`src/design/dcrx_pkg.sv`:
```
// Package for the daisy-chain read response PEC10 checker.
// Types, constants and CRC helpers shared by all design files; no dependencies.
`default_nettype none

package dcrx_pkg;

    // Frame geometry
    localparam int unsigned DATA_BYTES = 6;
    localparam int unsigned MAX_CHIPS  = 16;
    localparam int unsigned POS_W      = 4;
    localparam int unsigned CHIP_W     = 4;
    localparam int unsigned COUNT_W    = 5;

    // CRC10
    localparam int unsigned CRC_W      = 10;
    localparam logic [CRC_W-1:0] CRC_SEED = 10'd16;
    localparam logic [CRC_W-1:0] CRC_POLY = 10'h08F;
    localparam int unsigned CRC_STEPS_BYTE = 8;
    localparam int unsigned CRC_STEPS_CNT  = 6;

    // Queue between front and back
    localparam int unsigned QDEPTH  = 4;
    localparam int unsigned QPTR_W  = $clog2(QDEPTH);
    localparam int unsigned QCNT_W  = $clog2(QDEPTH + 1);

    typedef enum logic [1:0] {
        KIND_DATA   = 2'd0,
        KIND_PEC_HI = 2'd1,
        KIND_PEC_LO = 2'd2
    } dcrx_kind_t;

    typedef struct packed {
        logic [7:0] rx_byte;
        logic       frame_start;
    } dcrx_in_t;

    typedef struct packed {
        logic [CHIP_W-1:0] chip_index;
        logic [CRC_W-1:0]  computed_pec;
        logic [CRC_W-1:0]  received_pec;
        logic [5:0]        command_counter;
        logic              pec_ok;
        logic              any_error;
        logic              last;
    } dcrx_out_t;

    // Classified word held in the queue
    typedef struct packed {
        logic [7:0] rx_byte;
        dcrx_kind_t kind;
        logic       restart;
    } dcrx_entry_t;

    typedef struct packed {
        logic full;
        logic empty;
    } dcrx_qstat_t;

    // Advance the CRC register by up to eight zero-input shift steps
    function automatic logic [CRC_W-1:0] crc_shift(input logic [CRC_W-1:0] r_in,
                                                   input int unsigned steps);
        logic [CRC_W-1:0] r;
        r = r_in;
        for (int i = 0; i < 8; i++) begin
            if (i < steps) begin
                if (r[CRC_W-1])
                    r = {r[CRC_W-2:0], 1'b0} ^ CRC_POLY;
                else
                    r = {r[CRC_W-2:0], 1'b0};
            end
        end
        return r;
    endfunction

    // Clamp the chip count register into 1..MAX_CHIPS
    function automatic logic [COUNT_W-1:0] eff_count(input logic [COUNT_W-1:0] cc);
        logic [COUNT_W-1:0] e;
        if (cc == '0)
            e = COUNT_W'(1);
        else if (cc > COUNT_W'(MAX_CHIPS))
            e = COUNT_W'(MAX_CHIPS);
        else
            e = cc;
        return e;
    endfunction

endpackage

`default_nettype wire

```
`src/design/dcrx_back.sv`:
```
// Back end: runs the CRC10, checks the PEC and holds the result word.
// Depends on dcrx_pkg.
`default_nettype none

module dcrx_back (
    input  wire logic                  clk,
    input  wire logic                  rst_n,
    input  wire dcrx_pkg::dcrx_entry_t entry,
    input  wire dcrx_pkg::dcrx_qstat_t q_stat,
    output logic                       pop,
    input  wire logic [dcrx_pkg::COUNT_W-1:0] chip_count,
    output logic                       out_valid,
    input  wire logic                  out_stall,
    output dcrx_pkg::dcrx_out_t        out_data
);
    import dcrx_pkg::*;

    logic [CRC_W-1:0]   crc_reg;
    logic [CRC_W-1:0]   crc_next;
    logic [7:0]         pec_hi_reg;
    logic [7:0]         pec_hi_next;
    logic [CHIP_W-1:0]  chip_reg;
    logic [CHIP_W-1:0]  chip_next;
    logic               err_reg;
    logic               err_next;
    logic               out_valid_reg;
    logic               out_valid_next;
    dcrx_out_t          out_reg;

    logic               slot_free;
    logic               load;
    logic [CRC_W-1:0]   crc_base;
    logic [CRC_W-1:0]   computed;
    logic [CRC_W-1:0]   received;
    logic               ok;
    logic               is_last;
    dcrx_out_t          result;

    // Take a word unless it yields a result with nowhere to go
    assign slot_free = !out_valid_reg || !out_stall;
    assign pop       = !q_stat.empty && ((entry.kind != KIND_PEC_LO) || slot_free);
    assign load      = pop && (entry.kind == KIND_PEC_LO);

    // Finish the CRC with the command counter and compare
    always_comb
    begin
        crc_base = entry.restart ? CRC_SEED : crc_reg;
        computed = crc_shift(crc_reg ^ {pec_hi_reg[7:2], 4'b0000}, CRC_STEPS_CNT);
        received = {pec_hi_reg[1:0], entry.rx_byte};
        ok       = (computed == received);
        is_last  = ({1'b0, chip_reg} == (eff_count(chip_count) - COUNT_W'(1)));

        result.chip_index      = chip_reg;
        result.computed_pec    = computed;
        result.received_pec    = received;
        result.command_counter = pec_hi_reg[7:2];
        result.pec_ok          = ok;
        result.any_error       = err_reg | ~ok;
        result.last            = is_last;
    end

    // Update the running check state per word kind
    always_comb
    begin
        crc_next    = crc_reg;
        pec_hi_next = pec_hi_reg;
        chip_next   = chip_reg;
        err_next    = err_reg;
        if (pop) begin
            unique case (entry.kind)
                KIND_DATA:
                begin
                    crc_next = crc_shift(crc_base ^ {entry.rx_byte, 2'b00}, CRC_STEPS_BYTE);
                    if (entry.restart) begin
                        chip_next = '0;
                        err_next  = 1'b0;
                    end
                end
                KIND_PEC_HI:
                begin
                    pec_hi_next = entry.rx_byte;
                end
                KIND_PEC_LO:
                begin
                    crc_next  = CRC_SEED;
                    err_next  = result.any_error;
                    chip_next = is_last ? '0 : chip_reg + CHIP_W'(1);
                end
                default:
                begin
                    crc_next = crc_reg;
                end
            endcase
        end
    end

    // Hold the result word until taken
    always_comb
    begin
        if (load)
            out_valid_next = 1'b1;
        else
            out_valid_next = out_valid_reg && out_stall;
    end

    always_ff @(posedge clk or negedge rst_n)
    begin
        if (!rst_n) begin
            crc_reg       <= CRC_SEED;
            pec_hi_reg    <= '0;
            chip_reg      <= '0;
            err_reg       <= 1'b0;
            out_valid_reg <= 1'b0;
        end else begin
            crc_reg       <= crc_next;
            pec_hi_reg    <= pec_hi_next;
            chip_reg      <= chip_next;
            err_reg       <= err_next;
            out_valid_reg <= out_valid_next;
        end
    end

    always_ff @(posedge clk)
    begin
        if (load)
            out_reg <= result;
    end

    assign out_valid = out_valid_reg;
    assign out_data  = out_reg;

endmodule

`default_nettype wire

```
`config.mk`:
```
export PLATFORM = sky130hd
export DESIGN_NAME = dcrx_back
export DESIGN_NICKNAME = d
export VERILOG_FILES = /design/src/design/dcrx_pkg.sv /design/src/design/dcrx_back.sv
export SDC_FILE = /design/constraint.sdc
export NUM_CORES = 1
export LEC_CHECK = 0
export ABC_AREA = 1
export ABC_CLOCK_PERIOD_IN_PS = 2400
export BUFFER_PORTS_ARGS = -buffer_cell sky130_fd_sc_hd__buf_2
export CORE_ASPECT_RATIO = 1.4
export CORE_MARGIN = 1.5
export CORE_UTILIZATION = 41
export CTS_CLUSTER_DIAMETER = 120
export CTS_CLUSTER_SIZE = 10
export DETAILED_ROUTE_END_ITERATION = 8
export PLACE_DENSITY = 0.69
export SLEW_MARGIN = 40
export SYNTH_ARGS = -nofsm -noshare
export SYNTH_HDL_FRONTEND = slang
export SYNTH_SLANG_ARGS = --single-unit
```
`constraint.sdc`:
```
create_clock -name clk -period 2.4 [get_ports clk]
set_clock_uncertainty 0.1 [all_clocks]
set_input_delay 0.36 -clock clk [delete_from_list [all_inputs] [get_ports clk]]
set_output_delay 0.36 -clock clk [all_outputs]
set_load 0.05 [all_outputs]
```
Word-level counts from Yosys, hierarchy flattened
Index checks and enable logic that the tools add are counted.
{"block": "word_totals", "ff_bits": 57, "in_bits": 21, "output_inout_bits": 35, "elab_cells": 91}
{"block": "op_classes", "add_sub_neg": 2, "order_cmp": 1, "n_eq_ne": 6, "mux": 38, "bitwise": 18, "reduce_logical": 14}
{"operator": "2-to-1 mux 10 bit", "count": 15}
{"operator": "2-to-1 mux 8 bit", "count": 14}
{"operator": "NOT 5 bit", "count": 14}
{"operator": "case mux 10 bit (2 select lines)", "count": 1}
{"operator": "XOR 10 bit", "count": 2}
{"operator": "== test 10 bit", "count": 1}
{"operator": "2-to-1 mux 5 bit", "count": 2}
{"operator": "2-to-1 mux 4 bit", "count": 2}
{"operator": "case mux 4 bit (2 select lines)", "count": 1}
{"operator": "== test 4 x 5 -> 1 bit", "count": 1}
{"operator": "greater-than comparator 5 bit (second input constant)", "count": 1}
{"operator": "zero test 5 bit", "count": 1}
{"operator": "subtractor 5 x 1 -> 5 bit (second input constant)", "count": 1}
{"operator": "adder 4 x 1 -> 4 bit (second input constant)", "count": 1}
{"operator": "!= test 2 bit (second input constant)", "count": 2}
{"operator": "AND reduction 2 bit", "count": 2}
{"operator": "logical AND 1 bit", "count": 3}
{"operator": "zero test 1 bit", "count": 3}
{"operator": "AND reduction 3 bit", "count": 1}
{"operator": "== test 2 x 1 -> 1 bit (second input constant)", "count": 1}
{"operator": "== test 2 bit (second input constant)", "count": 1}
{"operator": "zero test 2 bit", "count": 1}
{"operator": "logical OR 1 bit", "count": 2}
{"operator": "2-to-1 mux 1 bit", "count": 2}
{"operator": "other kinds (4)", "count": 4}

Logic depth before layout (Yosys ltp)
Gate-level depths: netlist of run 1.
{"block": "logic_depth", "word_depth": 33, "depth_mapped": 16, "mapped_depth_nobuf": 16}

Worst setup path after synthesis of run 1
Ideal clock, no wire load.
{"block": "synth_timing", "path_type": "register to register", "start": "register out_valid_reg (netlist: out_valid)", "end": "register chip_reg[0]", "setup_ps": 130, "arrival_ps": 2540, "required_time_ps": 2170, "slack_ps": -369, "stages_incl_launch_ff": 7, "path_buffers": 0, "synth_period_minus_slack_ps": 2769, "path_cell_list": "dfrtp_1 > a31oi_2 > nand2_1 > inv_1 > nor2_1 > nand2_1 > o21ai_0"}
{"block": "synth_via", "elab_chain_len": 5}
{"item": "start, declared", "line": "dcrx_back.sv:26", "rtl": "logic out_valid_reg;"}
{"item": "start signal, assigned", "line": "dcrx_back.sv:119", "rtl": "out_valid_reg <= out_valid_next;"}
{"item": "zero test 1 bit", "line": "dcrx_back.sv:40", "rtl": "assign slot_free = !out_valid_reg || !out_stall;"}
{"item": "logical OR 1 bit", "line": "dcrx_back.sv:40"}
{"item": "logical OR 1 bit", "line": "dcrx_back.sv:41", "rtl": "assign pop = !q_stat.empty && ((entry.kind != KIND_PEC_LO) || slot_free);"}
{"item": "logical AND 1 bit", "line": "dcrx_back.sv:41"}
{"item": "named net pop", "line": "dcrx_back.sv:10", "rtl": "output logic pop,"}
{"item": "AND reduction 3 bit (no line)"}
{"item": "end signal, assigned", "line": "dcrx_back.sv:117", "rtl": "chip_reg <= chip_next;"}
{"item": "end, declared", "line": "dcrx_back.sv:22", "rtl": "logic [CHIP_W-1:0] chip_reg;"}
The timed path passes the listed nets, and every way through them passes these cells.
A chain may end at the register's enable or synchronous reset.

==> run_results.csv, run 1 <==
group,metric,value,unit
synthesis,synthArstFlopShare,0.421,
sta,finalHoldViolations,0,
sta,slew-limit-headroom,0.590,
detailed_routing,routed-wl-met2,3480,microns
floorplanning,die_w,77.3,microns
cts,clk_latency,0.34,ns
run_status,outcome,"finished, final reports clean",
cts,h-tree-depth,3,
grt,grt_pass1_vias,2449,
synthesis,synth.area.mux_share,0,
final_layout,area_delta_synth_final,21.1,%
floorplanning,initial_core_util,0.428,
placed_design,io_buffer_count,54,
synthesis,synth_flop_cell,"edfxtp_1",
grt,grt_antenna_before_repair,0,
placed_design,dp.cells,515,
setup_path,critPathMaxFanout,7,
floorplanning,fp.dieH,107,microns
final_layout,diodes,0,
final_layout,largest_reg_flops,33,
floorplanning,core_area,0.00741,sq mm
synthesis,synth_cells,363,
detailed_routing,wire_per_inst,12.1,microns
cts,cts.sinks,57,
cts,path_clk_slew,0.07,ns
sta,tns,0,ns
sta,period_needed,2.17,ns
synthesis,synth_fa_ha_area_frac,0.00790,
setup_path,end_kind,"register",
synthesis,yosysSeqAreaShare,0.503,
synthesis,synth_top_family_by_area,"simple AND/OR/NAND/NOR gates",
synthesis,synth_compound_area_frac,0.0478,
final_layout,layout-drive-gt1-share,0.205,
detailed_routing,remaining_drc_errors,0,
setup_path,crit_path_top_delay_cell,"dfstp_2",
synthesis,ys_ff_latch,57,
synthesis,synth-edff-count,33,
setup_path,path_depth,10,
synthesis,synth_cell_types,27,
synthesis,ys_warn_count,0,
setup_path,crit_type,"reg -> reg",
cts,post_cts_buffers,0,
pwr,seqPwrFrac,0.309,
pwr,switchingPower,0.00183,W
min_path,min_delay_path_depth,1,
synthesis,synth.top_cells.by_area,"edfxtp_1, dfrtp_1, nand2_1",
synthesis,yosysTopAreaCellShare,0.313,
grt,overflow,0,
sta,finalCritPeriodShare,0.902,
setup_path,path_delay_family,"simple AND/OR/NAND/NOR gates",
grt,grt_max_degree,34,
pwr,p_leak,1.87,nW
sta,slew_viol_final,0,
pwr,p_sw_frac,0.405,
placed_design,dp_hpwl,4980,microns
grt,track_usage,0.169,
final_layout,final_common_cell,"nand2_1",
synthesis,synth-xor-area-share,0.145,
cts,clockBufferDepth,2,
placed_design,gp_congestion,0.875,
detailed_routing,ant_nets,0,
detailed_routing,vias_per_cell,4.76,
setup_path,slowest_delay,0.57,ns
cts,cts_root_buf,"clkbuf_8",
detailed_routing,drt_wl_total,6420,microns
detailed_routing,drt_first_pass_iters,4,
synthesis,syn_area,0.00317,sq mm
detailed_routing,met1_length,2470,microns
setup_path,r2r_cells,10,
detailed_routing,wl_met3,292,microns
floorplanning,rows,37,
floorplanning,ios,56,
cts,cts_tree,"done",
floorplanning,die_area,0.00827,sq mm
synthesis,yosys.area_share.simple,0.242,
detailed_routing,drt_iter0_drc,170,
sta,setup_viol,0,
pwr,power.internal,0.00269,W
synthesis,synth_area_leader_cell,"edfxtp_1",
sta,fmax,462,MHz
pwr,vdd_drop_max,0.421,mV
grt,grt_pass1_wl,10700,microns
synthesis,syn_nets,386,
synthesis,syn_avg_cell_area,8.73,sq um
sta,rsz0062_at_grt,"false",
final_layout,fin_cells,532,
sta,tightest_slew,0.613,ns
min_path,hold_class,"in -> reg",
setup_path,reg2reg_slack,0.23,ns
pwr,power_frac_comb,0.453,
pwr,clkPwrFrac,0.238,
pwr,power.density,1180,mW/mm^2
final_layout,fin_nets,453,
setup_path,cp_common_cell,"nand2_1",
detailed_routing,topRoutingLayerUsed,"met4",
setup_path,crit_arrival,2.13,ns
setup_path,cp-start-kind,"register",
setup_path,critPathBufInv,1,
run,maxCapViolCount,0,
final_layout,final_cell_mix,"nand2_1, buf_2, inv_1",
detailed_routing,vias,2534,
cts,cts_buffers,9,
setup_path,worstPathRequired,2.37,ns
setup_path,crit_chain,"xor2_1, nand2_1, nand2_2, inv_1, nand2_1, nand3_1, nand2_1, nand3_1, nor2_1, nand4_1",
==> cells by family (layout without fill, tap and decap cells) <==
group                    count (synthesis)  count (layout)
AO/OA/AOI/OAI                           25              25
XOR/XNOR                                43              43
adder cells (fa/ha/maj)                  2               2
buffers and inverters                   46             118
flip-flops                              57              57
AND/OR/NAND/NOR                        190             190
==> cells in the mapped netlist, types with 3 or more instances <==
cell type / number
o22ai_1: 6
dfrtp_1: 23
o21ai_0: 15
inv_1: 44
nor2_1: 14
xor2_2: 3
edfxtp_1: 33
xor2_1: 24
nand3_1: 27
nand2_1: 141
xnor2_1: 11
==> worst reg2reg max path, cell delays in order, from the launching register on <==
cell and delay [ns]:
dfstp_2 0.57, xor2_1 0.23, nand2_1 0.10, nand2_2 0.16, inv_1 0.11, nand2_1 0.09
nand3_1 0.08, nand2_1 0.07, nand3_1 0.06, nor2_1 0.17, nand4_1 0.14
==> metrics by stage <==
stage / cell area (sq um) / setup slack, ns / hold WS [ns] / util / power (W)
final: 3840 / 0.235 / 0.153 / 0.518 / 0.00451
after floorplan: 3180 / 0.125 / -0.0356 / - / 0.00304
after CTS: 3840 / 0.184 / 0.133 / 0.518 / 0.00455
after global routing: 3840 / 0.00310 / 0.150 / 0.518 / 0.00486
after global placement: 3580 / 0.238 / 0.293 / 0.484 / 0.00339
after detailed placement: 3580 / 0.185 / 0.298 / 0.484 / 0.00345
==> path summary, 6_finish.rpt <==
| check | startpoint | endpoint |
|---|---|---|
| setup / recovery | crc_reg[4] | out_data[1] |
| hold / removal | entry[7] | out_data[13] |
| setup reg to reg | crc_reg[4] | out_data[1] |
| hold reg to reg | pec_hi_reg[1] | out_data[18] |
| max in group asynchronous | rst_n | pec_hi_reg[2] |
| min in group asynchronous | rst_n | crc_reg[6] |
==> cell type report <==
class | count | area (sq um)
fillers | 706 | 3570
flip-flops and latches | 57 | 1590
multi-input cells | 260 | 1420
repair buffers | 57 | 295
inverters | 45 | 173
clock buffers | 9 | 124
well taps | 97 | 121
clock inverters | 7 | 118
==> per-layer routing <==
metal	track usage	vias to the layer above
met5	0	-
met4	0.0961	0
met3	0.0391	15
met2	0.315	53
met1	0.169	1172
li1	-	1294
==> timing repair <==
| item | in CTS | in global routing |
|---|---|---|
| hold buffers | 1 | 0 |
| setup endpoints to repair | 0 | 1 |
| gates resized for setup | 0 | 1 |
| endpoints found under the hold margin | 23 | 0 |
==> power by group through the flow <==
| stage | sequential [W] | clock [W] | combinational, W |
|---|---|---|---|
| 2_1_floorplan | 0.00154 | 0 | 0.00150 |
| 3_3_place_gp | 0.00140 | 0 | 0.00199 |
| 3_5_place_dp | 0.00141 | 0 | 0.00204 |
| 4_1_cts | 0.00139 | 0.00110 | 0.00205 |
| 5_1_grt | 0.00141 | 0.00113 | 0.00232 |
| 6_report | 0.00139 | 0.00108 | 0.00204 |
No activity file was read; power rests on OpenSTA's default activity.
==> inputs of run 2 (changes only) <==
--- a/config.mk
+++ b/config.mk
@@ -5,7 +5,6 @@
 export SDC_FILE = /design/constraint.sdc
 export NUM_CORES = 1
 export LEC_CHECK = 0
-export ABC_AREA = 1
 export ABC_CLOCK_PERIOD_IN_PS = 2400
 export BUFFER_PORTS_ARGS = -buffer_cell sky130_fd_sc_hd__buf_2
 export CORE_ASPECT_RATIO = 1.4
==> run 2 against run 1 <==
Synthesized cell count down 35%; cell count is 20% lower; via count is 19% lower; fmax fell by 8.7%; largest power group unchanged; sequential power increased by 11%; combinational power grew 78%; first-iteration DRC count down 52%; final area grew 3.7%; power grew 38%; clock power down 4%; highest routed layer unchanged; largest cell class unchanged; sequential share of layout area down 1.5 points.
==> run_results.csv, run 2 <==
group,metric,value,unit
synthesis,syn_avg_cell_area,13.0,sq um
detailed_routing,wire_per_inst,14.2,microns
min_path,hold_class,"in -> reg",
placed_design,dp_hpwl,4510,microns
final_layout,layout-drive-gt1-share,0.396,
cts,clockBufferDepth,2,
grt,overflow,0,
detailed_routing,drt_wl_total,6070,microns
setup_path,crit_type,"reg -> reg",
floorplanning,fp.dieH,105,microns
floorplanning,die_w,76.0,microns
synthesis,yosysTopAreaCellShare,0.324,
synthesis,ys_warn_count,0,
synthesis,synth_most_common_cell,"xnor2_1",
grt,grt_pass1_wl,9960,microns
sta,fmax,422,MHz
grt,track_usage,0.164,
floorplanning,rows,37,
floorplanning,core_area,0.00727,sq mm
synthesis,synth-edff-count,33,
final_layout,final_cell_mix,"buf_2, xnor2_1, edfxtp_1",
sta,finalCritPeriodShare,0.988,
floorplanning,initial_core_util,0.420,
cts,cts_buffers,9,
setup_path,cp-start-kind,"register",
pwr,vdd_drop_max,0.701,mV
grt,grt_antenna_before_repair,0,
synthesis,yosysSeqAreaShare,0.521,
synthesis,synth.top_cells.by_area,"edfxtp_1, dfrtp_1, xnor2_1",
setup_path,reg2reg_slack,0.03,ns
pwr,power.density,1560,mW/mm^2
final_layout,num-fill-cells,628,
detailed_routing,drt_first_pass_iters,4,
detailed_routing,vias,2053,
floorplanning,ios,56,
setup_path,critPathMaxFanout,7,
grt,grt_max_degree,25,
setup_path,crit_arrival,2.35,ns
sta,period_needed,2.37,ns
placed_design,dp.cells,406,
cts,h-tree-depth,3,
placed_design,gp_congestion,0.851,
detailed_routing,remaining_drc_errors,0,
floorplanning,die_area,0.00799,sq mm
pwr,p_leak,1.65,nW
final_layout,diodes,0,
synthesis,syn_area,0.00306,sq mm
sta,setup_viol,0,
final_layout,area_delta_synth_final,30.3,%
run_status,outcome,"finished, final reports clean",
synthesis,synthArstFlopShare,0.421,
detailed_routing,ant_nets,0,
cts,path_clk_slew,0.06,ns
cts,cts.sinks,57,
sta,tns,0,ns
synthesis,ys_ff_latch,57,
final_layout,fin_nets,349,
final_layout,final_common_cell,"buf_2",
sta,rsz0062_at_grt,"true",
cts,cts_root_buf,"clkbuf_8",
placed_design,io_buffer_count,54,
cts,clk_latency,0.34,ns
setup_path,worstPathRequired,2.38,ns
final_layout,largest_reg_flops,33,
synthesis,synth_area_leader_cell,"edfxtp_1",
detailed_routing,vias_per_cell,4.80,
synthesis,synth_cells,235,
cts,cts_tree,"done",
grt,grt_pass1_vias,2096,
final_layout,fin_cells,428,
sta,slew-limit-headroom,0.535,
synthesis,yosys-top-cells-count,"xnor2_1, edfxtp_1, dfrtp_1",
sta,slew_viol_final,0,
sta,finalHoldViolations,0,
synthesis,synth_cell_types,51,
synthesis,syn_nets,258,
synthesis,synth_flop_cell,"edfxtp_1",
sta,tightest_slew,0.690,ns
run,maxCapViolCount,0,
setup_path,end_kind,"register",
detailed_routing,drt_iter0_drc,81,
run 2: cell count changes in the layout (fill, tap and decap cells not counted), moves of 8 or more:
| cell | delta |
|---|---|
| nand3_1 | -26 |
| o21ai_0 | -10 |
| buf_4 | +27 |
| mux2_2 | +8 |
| inv_1 | -38 |
| nand2_1 | -127 |
| xor2_1 | -11 |
| xnor2_1 | +31 |
run 2: layout make-up:
| type | instances | area (sq um) | share of cell area |
|---|---|---|---|
| tap | 97 | 121 | 0.0305 |
| clock buffer | 11 | 163 | 0.0409 |
| sequential | 57 | 1590 | 0.400 |
| multi-input combinational | 165 | 1460 | 0.367 |
| timing repair buffer | 87 | 541 | 0.136 |
| inverter | 6 | 26.3 | 0.00660 |
| clock inverter | 5 | 75.1 | 0.0189 |
run 2: path summary, 6_finish.rpt:
check,startpoint,to,cells past startpoint
max in group asynchronous,rst_n,chip_reg[3],2
min in group asynchronous,rst_n,pec_hi_reg[0],2
worst min-delay path,out_stall,out_valid,3
worst max register to register,crc_reg[5],out_data[1],7
worst max-delay path,crc_reg[5],out_data[1],7
worst min register to register,pec_hi_reg[0],out_data[17],0
run 2: metrics by stage:
step / cell area [sq um] / util / power [W] / setup WS (ns) / hold WS, ns
final: 3980 / 0.548 / 0.00621 / 0.0280 / 0.140
after global routing: 3980 / 0.548 / 0.00655 / -0.0530 / 0.133
after CTS: 3940 / 0.542 / 0.00614 / -0.00917 / 0.122
after detailed placement: 3630 / 0.500 / 0.00491 / -0.125 / 0.285
after global placement: 3630 / 0.500 / 0.00485 / -0.0921 / 0.291
after floorplan: 3060 / - / 0.00394 / 0.0684 / -0.0356
run 2: repair_timing:
item                                    4_1_cts  5_1_grt
hold endpoints to repair                     23        0
hold buffers                                  1        0
gates resized for setup                       6        5
pin swaps                                     6        7
endpoints found under the setup margin        1        1
setup buffers                                 2        3
run 2: power by group:
part / internal, W / switching [W] / leakage, nW / total, W
logic: 0.00193 / 0.00171 / 0.929 / 0.00363
registers: 0.00137 / 0.000164 / 0.601 / 0.00154
clock network: 0.000670 / 0.000367 / 0.124 / 0.00104
total: 0.00397 / 0.00224 / 1.65 / 0.00621
run 2: cells by family after synthesis:
logic type | Yosys count | synth area share
AOI/OAI and AO/OA | 31 | 0.0741
xor gates and xnor gates | 72 | 0.257
adders and majority gates | 2 | 0.00819
buffers and inverters | 13 | 0.0188
DFF | 57 | 0.521
muxes | 10 | 0.0360
and+or+nand+nor | 50 | 0.0848
run 2: worst max-delay path, cell delays in order, from the launching register on:
cell	delay, ns
dfrtp_1	0.42
xor2_2	0.19
buf_4	0.16
xor2_4	0.22
a311o_2	0.34
a22oi_2	0.17
o2111ai_2	0.16
or3_1	0.36
run 2: per-layer routing:
layer / share of wire / vias to the layer above / global-route usage
li1: - / 1008 / -
met5: 0 / - / 0
met4: 0.026 / 0 / 0.0807
met1: 0.39 / 1001 / 0.165
met2: 0.56 / 34 / 0.312
met3: 0.026 / 10 / 0.0402
